File: src/sv/oledc_pkg.sv
// ----------------------------------------------------------------------------
// oledc_pkg
// Shared types, command codes and constants of the OLED page RAM controller.
// ----------------------------------------------------------------------------
package oledc_pkg;

  // item kinds
  typedef enum logic [1:0] {
    KIND_CMD  = 2'd0,
    KIND_DATA = 2'd1,
    KIND_SCAN = 2'd2,
    KIND_NONE = 2'd3
  } kind_e;

  // configuration register indexes
  typedef enum logic [2:0] {
    CFG_PANEL_HEIGHT = 3'd0,
    CFG_COM_OFFSET   = 3'd1,
    CFG_SEG_OFFSET   = 3'd2,
    CFG_COL_START    = 3'd3,
    CFG_COL_END      = 3'd4,
    CFG_PAGE_START   = 3'd5,
    CFG_PAGE_END     = 3'd6
  } cfg_idx_e;

  localparam int unsigned CfgIdxW  = 3;
  localparam int unsigned CfgDataW = 8;

  // command codes
  localparam logic [7:0] OP_MODE_PAGE     = 8'h20;
  localparam logic [7:0] OP_MODE_COLUMN   = 8'h21;
  localparam logic [7:0] OP_REMAP_OFF     = 8'hA0;
  localparam logic [7:0] OP_REMAP_ON      = 8'hA1;
  localparam logic [7:0] OP_ALL_ON_OFF    = 8'hA4;
  localparam logic [7:0] OP_ALL_ON        = 8'hA5;
  localparam logic [7:0] OP_NORMAL        = 8'hA6;
  localparam logic [7:0] OP_INVERSE       = 8'hA7;
  localparam logic [7:0] OP_MUX_RATIO     = 8'hA8;
  localparam logic [7:0] OP_DISPLAY_OFF   = 8'hAE;
  localparam logic [7:0] OP_DISPLAY_ON    = 8'hAF;
  localparam logic [7:0] OP_ROW_OFFSET    = 8'hD3;
  localparam logic [7:0] OP_START_LINE    = 8'hDC;
  localparam logic [7:0] OP_CONTRAST      = 8'h81;
  localparam logic [7:0] OP_CLOCK_DIV     = 8'hD5;
  localparam logic [7:0] OP_PRECHARGE     = 8'hD9;
  localparam logic [7:0] OP_DCDC          = 8'hAD;
  localparam logic [7:0] OP_VCOM          = 8'hDB;
  localparam logic [7:0] OP_COL_LO_FIRST  = 8'h00;
  localparam logic [7:0] OP_COL_LO_LAST   = 8'h0F;
  localparam logic [7:0] OP_COL_HI_FIRST  = 8'h10;
  localparam logic [7:0] OP_COL_HI_LAST   = 8'h17;
  localparam logic [7:0] OP_PAGE_FIRST    = 8'hB0;
  localparam logic [7:0] OP_PAGE_LAST     = 8'hBF;
  localparam logic [7:0] OP_COM_DIR_FIRST = 8'hC0;
  localparam logic [7:0] OP_COM_DIR_LAST  = 8'hCF;
  localparam logic [7:0] OP_NONE          = 8'h00;

  // show modes; bit 1 set means all pixels on
  localparam logic [1:0] SHOW_NORMAL  = 2'd0;
  localparam logic [1:0] SHOW_INVERSE = 2'd1;

  localparam logic [15:0] LIT_COLOR = 16'hAD59;
  localparam logic [7:0]  COL_MAX   = 8'h7F;
  localparam logic [4:0]  PAGE_MAX  = 5'h0F;

  typedef struct packed {
    logic [7:0] panel_height;
    logic [6:0] com_offset;
    logic [6:0] seg_offset;
    logic [6:0] col_start;
    logic [6:0] col_end;
    logic [3:0] page_start;
    logic [3:0] page_end;
  } cfg_t;

  // settings a scan needs
  typedef struct packed {
    logic       seg_remap;
    logic       scan_reverse;
    logic [7:0] start_line;
    logic [7:0] row_offset;
    logic [7:0] mux_ratio;
    logic       panel_enabled;
    logic [1:0] show_mode;
  } ctrl_t;

  function automatic logic takes_argument(logic [7:0] op);
    return (op == OP_MUX_RATIO) || (op == OP_ROW_OFFSET) || (op == OP_START_LINE) ||
           (op == OP_CONTRAST) || (op == OP_CLOCK_DIV) || (op == OP_PRECHARGE) ||
           (op == OP_DCDC) || (op == OP_VCOM);
  endfunction

endpackage

File: src/sv/oledc_regs.sv
// ----------------------------------------------------------------------------
// oledc_regs
// Configuration registers, command decoder and address pointer.
// ----------------------------------------------------------------------------
module oledc_regs (
  input  logic                               clk_i,
  input  logic                               rst_ni,
  input  logic                               cfg_we_i,
  input  logic [oledc_pkg::CfgIdxW-1:0]      cfg_index_i,
  input  logic [oledc_pkg::CfgDataW-1:0]     cfg_wdata_i,
  input  logic                               accept_i,
  input  oledc_pkg::kind_e                   kind_i,
  input  logic [7:0]                         byte_i,
  output oledc_pkg::cfg_t                    cfg_o,
  output oledc_pkg::ctrl_t                   ctrl_o,
  output logic [6:0]                         cur_col_o,
  output logic [3:0]                         cur_page_o,
  output logic                               redraw_o
);

  oledc_pkg::cfg_t  cfg_q, cfg_d;
  oledc_pkg::ctrl_t ctrl_q, ctrl_d;
  logic [6:0] col_q, col_d;
  logic [3:0] page_q, page_d;
  logic       page_mode_q, page_mode_d;
  logic       pend_q, pend_d;
  logic [7:0] op_q, op_d;
  logic [7:0] next_col;
  logic [4:0] next_page;

  // configuration writes
  always_comb begin
    cfg_d = cfg_q;
    if (cfg_we_i) begin
      case (oledc_pkg::cfg_idx_e'(cfg_index_i))
        oledc_pkg::CFG_PANEL_HEIGHT: cfg_d.panel_height = cfg_wdata_i;
        oledc_pkg::CFG_COM_OFFSET:   cfg_d.com_offset   = cfg_wdata_i[6:0];
        oledc_pkg::CFG_SEG_OFFSET:   cfg_d.seg_offset   = cfg_wdata_i[6:0];
        oledc_pkg::CFG_COL_START:    cfg_d.col_start    = cfg_wdata_i[6:0];
        oledc_pkg::CFG_COL_END:      cfg_d.col_end      = cfg_wdata_i[6:0];
        oledc_pkg::CFG_PAGE_START:   cfg_d.page_start   = cfg_wdata_i[3:0];
        oledc_pkg::CFG_PAGE_END:     cfg_d.page_end     = cfg_wdata_i[3:0];
        default: ;
      endcase
    end
  end

  assign next_col  = {1'b0, col_q} + 8'd1;
  assign next_page = {1'b0, page_q} + 5'd1;

  // command decode and pointer advance
  always_comb begin
    ctrl_d      = ctrl_q;
    col_d       = col_q;
    page_d      = page_q;
    page_mode_d = page_mode_q;
    pend_d      = pend_q;
    op_d        = op_q;
    redraw_o    = 1'b0;
    if (accept_i) begin
      case (kind_i)
        oledc_pkg::KIND_CMD: begin
          if (pend_q) begin
            pend_d = 1'b0;
            op_d   = oledc_pkg::OP_NONE;
            case (op_q)
              oledc_pkg::OP_MUX_RATIO: begin
                ctrl_d.mux_ratio = byte_i;
                redraw_o         = ctrl_q.panel_enabled;
              end
              oledc_pkg::OP_ROW_OFFSET: begin
                ctrl_d.row_offset = byte_i;
                redraw_o          = ctrl_q.panel_enabled;
              end
              oledc_pkg::OP_START_LINE: begin
                ctrl_d.start_line = byte_i;
                redraw_o          = ctrl_q.panel_enabled;
              end
              default: ;
            endcase
          end else if (oledc_pkg::takes_argument(byte_i)) begin
            pend_d = 1'b1;
            op_d   = byte_i;
          end else begin
            case (byte_i) inside
              oledc_pkg::OP_MODE_PAGE:   page_mode_d = 1'b1;
              oledc_pkg::OP_MODE_COLUMN: page_mode_d = 1'b0;
              oledc_pkg::OP_REMAP_OFF:   ctrl_d.seg_remap = 1'b0;
              oledc_pkg::OP_REMAP_ON:    ctrl_d.seg_remap = 1'b1;
              oledc_pkg::OP_ALL_ON_OFF: begin
                ctrl_d.show_mode = {1'b0, ctrl_q.show_mode[0]};
                redraw_o         = ctrl_q.panel_enabled;
              end
              oledc_pkg::OP_ALL_ON: begin
                ctrl_d.show_mode = {1'b1, ctrl_q.show_mode[0]};
                redraw_o         = ctrl_q.panel_enabled;
              end
              oledc_pkg::OP_NORMAL: begin
                ctrl_d.show_mode = oledc_pkg::SHOW_NORMAL;
                redraw_o         = ctrl_q.panel_enabled;
              end
              oledc_pkg::OP_INVERSE: begin
                ctrl_d.show_mode = oledc_pkg::SHOW_INVERSE;
                redraw_o         = ctrl_q.panel_enabled;
              end
              oledc_pkg::OP_DISPLAY_OFF: begin
                ctrl_d.panel_enabled = 1'b0;
                redraw_o             = 1'b1;
              end
              oledc_pkg::OP_DISPLAY_ON: begin
                ctrl_d.panel_enabled = 1'b1;
                redraw_o             = 1'b1;
              end
              [oledc_pkg::OP_COM_DIR_FIRST:oledc_pkg::OP_COM_DIR_LAST]: begin
                ctrl_d.scan_reverse = byte_i[3];
                redraw_o            = ctrl_q.panel_enabled;
              end
              [oledc_pkg::OP_PAGE_FIRST:oledc_pkg::OP_PAGE_LAST]: page_d = byte_i[3:0];
              [oledc_pkg::OP_COL_LO_FIRST:oledc_pkg::OP_COL_LO_LAST]:
                col_d = {col_q[6:4], byte_i[3:0]};
              [oledc_pkg::OP_COL_HI_FIRST:oledc_pkg::OP_COL_HI_LAST]:
                col_d = {byte_i[2:0], col_q[3:0]};
              default: ;
            endcase
          end
        end
        oledc_pkg::KIND_DATA: begin
          redraw_o = 1'b1;
          if (page_mode_q) begin
            if (next_col > {1'b0, cfg_q.col_end} || next_col > oledc_pkg::COL_MAX) begin
              col_d = cfg_q.col_start;
            end else begin
              col_d = next_col[6:0];
            end
          end else begin
            if (next_page > {1'b0, cfg_q.page_end} || next_page > oledc_pkg::PAGE_MAX) begin
              page_d = cfg_q.page_start;
            end else begin
              page_d = next_page[3:0];
            end
          end
        end
        default: ;
      endcase
    end
  end

  always_ff @(posedge clk_i or negedge rst_ni) begin
    if (!rst_ni) begin
      cfg_q.panel_height   <= 8'd64;
      cfg_q.com_offset     <= 7'd0;
      cfg_q.seg_offset     <= 7'd0;
      cfg_q.col_start      <= 7'd0;
      cfg_q.col_end        <= 7'd127;
      cfg_q.page_start     <= 4'd0;
      cfg_q.page_end       <= 4'd7;
      ctrl_q.seg_remap     <= 1'b0;
      ctrl_q.scan_reverse  <= 1'b0;
      ctrl_q.start_line    <= 8'd0;
      ctrl_q.row_offset    <= 8'd0;
      ctrl_q.mux_ratio     <= 8'd15;
      ctrl_q.panel_enabled <= 1'b0;
      ctrl_q.show_mode     <= oledc_pkg::SHOW_NORMAL;
      col_q                <= 7'd0;
      page_q               <= 4'd0;
      page_mode_q          <= 1'b1;
      pend_q               <= 1'b0;
      op_q                 <= oledc_pkg::OP_NONE;
    end else begin
      cfg_q       <= cfg_d;
      ctrl_q      <= ctrl_d;
      col_q       <= col_d;
      page_q      <= page_d;
      page_mode_q <= page_mode_d;
      pend_q      <= pend_d;
      op_q        <= op_d;
    end
  end

  assign cfg_o      = cfg_q;
  assign ctrl_o     = ctrl_q;
  assign cur_col_o  = col_q;
  assign cur_page_o = page_q;

endmodule

File: config.mk
export PLATFORM = sky130hd
export DESIGN_NAME = oledc_regs
export DESIGN_NICKNAME = d
export VERILOG_FILES = /design/src/sv/oledc_pkg.sv /design/src/sv/oledc_regs.sv
export SDC_FILE = /design/constraint.sdc
export NUM_CORES = 1
export LEC_CHECK = 0
export BUFFER_PORTS_ARGS = -buffer_cell sky130_fd_sc_hd__buf_4
export CAP_MARGIN = 20
export CORE_UTILIZATION = 45
export CTS_BUF_LIST = sky130_fd_sc_hd__clkbuf_8 sky130_fd_sc_hd__clkbuf_16
export DETAILED_ROUTE_END_ITERATION = 10
export PLACE_DENSITY = 0.69
export REMOVE_ABC_BUFFERS = 1
export SLEW_MARGIN = 20
export SYNTH_ARGS = -nofsm -noshare
export SYNTH_HDL_FRONTEND = slang
export SYNTH_SLANG_ARGS = --single-unit
File: constraint.sdc
create_clock -name clk_i -period 7.3 [get_ports clk_i]
set_input_delay 1.095 -clock clk_i [delete_from_list [all_inputs] [get_ports clk_i]]
set_output_delay 1.095 -clock clk_i [all_outputs]
set_load 0.005 [all_outputs]
### Word level (Yosys, flattened, before mapping)

Cells that the tools add are included.

| operators by class | value |
|---|---|
| add/subtract/negate cells | 2 |
| bitwise operators | 12 |
| magnitude comparators | 12 |
| reductions and logical operators | 44 |
| equality and inequality tests | 48 |
| multiplexer cells | 66 |

Operators by type and width:

| kind | number |
|---|---|
| $eq A8 B8 Y1 const B | 19 |
| $mux W7 | 18 |
| $mux W4 | 16 |
| $ne A2 B2 Y1 const B | 20 |
| $mux W1 | 23 |
| $reduce_and A19 Y1 | 1 |
| $reduce_and A18 Y1 | 1 |
| $reduce_and A17 Y1 | 1 |
| $eq A8 B6 Y1 const B | 2 |
| $ge A8 B8 Y1 const B | 2 |
| $le A8 B8 Y1 const B | 2 |
| $mux W8 | 2 |
| $reduce_and A2 Y1 | 8 |
| $reduce_and A15 Y1 | 1 |
| $pmux W7 S2 | 1 |
| $reduce_and A13 Y1 | 1 |
| $not A1 Y1 | 12 |
| $reduce_and A4 Y1 | 3 |
| $reduce_bool A2 Y1 | 6 |
| $reduce_and A11 Y1 | 1 |
| $eq A3 B3 Y1 const B | 3 |
| $logic_or A1 B1 Y1 | 9 |
| $reduce_and A9 Y1 | 1 |
| $add A7 B1 Y8 const B | 1 |
| other kinds (23) | 30 |

| word-level totals | value |
|---|---|
| register bits after elaboration | 94 |
| output and inout bits | 85 |
| logic and storage cells | 205 |
| input port bits | 25 |

### Depth between registers and ports, before layout

| logic depth | value |
|---|---|
| depth after elaboration | 19 |
| mapped depth | 10 |
| gate-level depth less buffers | 10 |

### Worst setup path before layout

OpenSTA, ideal clock, no wires.

| path | value |
|---|---|
| path type | input -> output |
| start point | in byte_i[3] |
| end point | out redraw_o |
| stages | 7 |
| path buffers | 1 |
| required time | 6205 ps |
| setup slack | 4133 ps |
| arrival time | 2072 ps |
| cell sequence | clkbuf_1 > mux2i_1 > nor3b_1 > a21oi_1 > nor3_1 > a311oi_1 > nor2_1 |

| on the way | value |
|---|---|
| cells in the longest elaborated chain, start to end | 17 |
| elaborated cells on any way between the ends | 43 |
| those cells by class | order compare (2); eq/ne (18); mux (15); reduce/logical (8) |

RTL lines:

| item | line | RTL |
|---|---|---|
| start: declaration | oledc_regs.sv:13 | `input logic [7:0] byte_i,` |
| $ge A8 B8 Y1 (no source line) or $le A8 B8 Y1 (tied branches) | - |  |
| $logic_and A1 B1 Y1 (no source line) | - |  |
| $mux W1 (11 in a row) | oledc_regs.sv:85 | `case (byte_i) inside` |
| $mux W1 (*) | oledc_regs.sv:81 | `end else if (oledc_pkg::takes_argument(byte_i)) begin` |
| $mux W1 (*) | oledc_regs.sv:63 | `if (pend_q) begin` |
| $pmux W1 S2 (*) | oledc_regs.sv:61 | `case (kind_i)` |
| $mux W1 (*) | oledc_regs.sv:60 | `if (accept_i) begin` |
| end: declaration | oledc_regs.sv:18 | `output logic redraw_o` |

Mark *: on every way between the ends. The rest lies on a longest branch, timed or not.

### Worst setup path in the final report

| path | value |
|---|---|
| start point | in byte_i[5] |
| end point | out redraw_o |

Same word-level chain as after synthesis.

==> impl_results.md <==
* Initial antenna violation count at 0
* Post-synth EDFFs at 0
* CP Launch Type: input port
* Synth-to-layout area growth at 23.5%
* Inst Count DP at 630
* RSZ-0062 raised after global routing: no
* Syn_area_per_cell at 11.9 µm²
* Sink Count at 94
* Ys flop type: dfrtp_1
* CTS root buf: clkbuf_8
* First-pass GRT wire length at 18,600 µm
* Req. time, crit path at just over 6 ns
* Share of layout cells above drive strength 1 at roughly 44%
* Status: completed
* Post-Syn Area at approximately 4800 µm²
* Tmin final at 3.42 ns
* Top cell by count, worst path: buf_4
* Leakage at 2.77 nW
* Setup Skew at 0.0122 ns
* FP Rows at 37
* Slew Limit Fails at 0
* Vias in the first global route at 3,526
* Average wire per standard cell at 17.7 µm
* Routability cong. at roughly 0.8
* Critical Path, Cell by Cell: buf_4 > or2b_1 > nor3b_1 > a21oi_1 > nor3_1 > a311oi_1 > nor2_1 > buf_4
* Post_cts resized at 0
* DRC Markers at 0
* Worst skew pair latency at 0.37 ns
* Power Density at between 200 and 300 nW/µm²
* Initial Utilization at 46.3%
* Die Wd at 105 µm
* Critical path start-end classification: in2out
* Setup TNS at 0 ns
* Pre-antenna DRT Iters at 4
* Max Freq at 292 MHz
* Count of final hold-check violations at 0
* Maxcap violations at 0
* IO Pins at 110
* DRT iter0 DRCs at 190
* Final ANT Viol Nets at 0
* Most frequent cells in the layout: buf_4, dfrtp_1, mux2_2
* Largest net degree at the start of global routing at 75
* Setup violations, final at 0
* Die height at around 100 µm
* Vias per cell at 5.49
* Total GRT Usage at 21.5%
* Post-detail-place hpwl at about 8400 µm
* Core area at 10,300 µm²
* Commonest non-fill, non-tap cell in the layout: buf_4
* Maximum root-to-sink buffer count at 2
* Die area at between 10,000 and 15,000 µm²
* TritonCTS clock tree: built
* Worst path max stage delay at ~0.30 ns
* Seq/Total Area, Yosys at 49.8%
* Global route overflow at 0
* Register bit total from synthesis at 94
* Postcts setup bufs at 0
* Cells after Synth at between 300 and 400
* Worst-margin pin slew at 0.912 ns
* Reg clk slew, reported paths at approximately 0.090 ns
* Yosys warning count at 0
* Via count at 3,549
* CP max-delay cell: or2b_1
* Final net count at 544
* Fin crit share at 46.8%
* Port bufs at ~110
* Netlist cell types at 66
* Layout Cells excl Fill at 646
* Cts hold-fix bufs at 0
* Ant diodes at 0
* Drt total wl at ~11,000 µm
* H-Tree Depth at 3
* Slew HR at 39.2%
* CTS Buf Count at 9
* CP max FO at 12
* Max VDD drop at 0.141 mV
* WP data arrival at approximately 2.3 ns
* Async SR Flop Fraction at 100%
* Nature of the critical path endpoint: output port
* FILL cells at 901
* Hold crit path type: reg2reg
* R2R Setup Slk at 4.28 ns
[state kept, by name, summed over array words and instances, names as in the netlist]
name / count
pend_q: 1
cur_page_o: 4
op_q: 8
page_mode_q: 1
ctrl_o: 29
cfg_o: 44
cur_col_o: 7
[area by class of cell]
| cell class | count | area [µm²] | area share, % |
|---|---|---|---|
| well taps | 136 | 170 | 2.89 |
| clock inverters | 6 | 62.6 | 1.06 |
| inverters | 16 | 60.1 | 1.02 |
| multi-input cells | 274 | 2250 | 38.3 |
| clock buffers | 10 | 138 | 2.34 |
| repair buffers | 110 | 826 | 14.0 |
| flip-flops and latches | 94 | 2370 | 40.3 |
[critical path, delay by kind of cell]
kind,cells,cell delay (ns)
AO/OA/AOI/OAI,2,0.14
buffers and inverters,2,0.27
AND/OR/NAND/NOR,4,0.82
[synth_stat cells (3+ instances only)]
library cell  count  share of area, %
a211oi_1          3              0.47
a21o_1            5              0.79
a21oi_1           5              0.53
a221o_1           3              0.63
a22o_1           10               1.8
and3_1            3              0.39
clkbuf_1          9              0.71
dfrtp_1          78                41
dfstp_2          16               8.8
ha_1             14               3.7
inv_1            16               1.3
mux2_1            5               1.2
mux2_2           63                15
mux2i_1           5               1.1
nand2_1          26               2.0
nand2b_1          5              0.66
nand3_1          14               1.5
nand4_1           7              0.92
nand4b_1          4              0.74
nor2_1           15               1.2
nor2b_1           4              0.53
nor3_1            4              0.42
o21a_1            3              0.47
o21ai_0          15               1.6
xnor2_1           5              0.92
xor2_1            3              0.55
[per-stage QoR]
| step | worst slack [ns] | power, mW | hold WS, ns | util (%) | instance area, µm² |
|---|---|---|---|---|---|
| CTS | 3.90 | 1.58 | 0.503 | 57.2 | 5880 |
| global route | 3.76 | 1.67 | 0.520 | 57.2 | 5880 |
| detailed placement | 3.90 | 1.23 | 0.482 | 55.2 | 5680 |
| global placement | 3.91 | 1.20 | 0.470 | 55.2 | 5680 |
| floorplan | 4.26 | 0.984 | 0.471 | - | 4680 |
| finish | 3.88 | 1.57 | 0.500 | 57.2 | 5880 |
[where the power goes]
| part | total, mW | switching [mW] | internal (mW) |
|---|---|---|---|
| logic | 0.524 | 0.243 | 0.281 |
| registers | 0.697 | 0.0861 | 0.611 |
| clock network | 0.349 | 0.182 | 0.166 |
| total | 1.57 | 0.512 | 1.06 |
[worst paths after layout]
check | startpoint | to | cells after the start
setup reg to reg | cur_col_o[0] | cur_col_o[6] | 10
hold reg to reg | ctrl_o[20] | ctrl_o[20] | 2
min in group asynchronous | rst_ni | cfg_o[36] | 1
hold / removal | ctrl_o[20] | ctrl_o[20] | 2
setup / recovery | byte_i[5] | redraw_o | 8
max in group asynchronous | rst_ni | cur_col_o[5] | 2
[cell families after synthesis]
| logic type | synth area share (%) |
|---|---|
| muxes | 17.8 |
| and+or+nand+nor | 13.3 |
| xor gates and xnor gates | 1.47 |
| DFF | 49.8 |
| buffers and inverters | 2.97 |
| AOI/OAI and AO/OA | 10.7 |
| adders and majority gates | 3.89 |
[routing by layer]
metal	part of all wire [%]	routed length [µm]	global-route usage (%)
met5	0	0	0
met4	1.4	159	7.24
met3	2.6	300	2.12
met2	48	5480	34.5
met1	48	5480	30.6
Note: power is estimated with default switching activity, not from simulation.
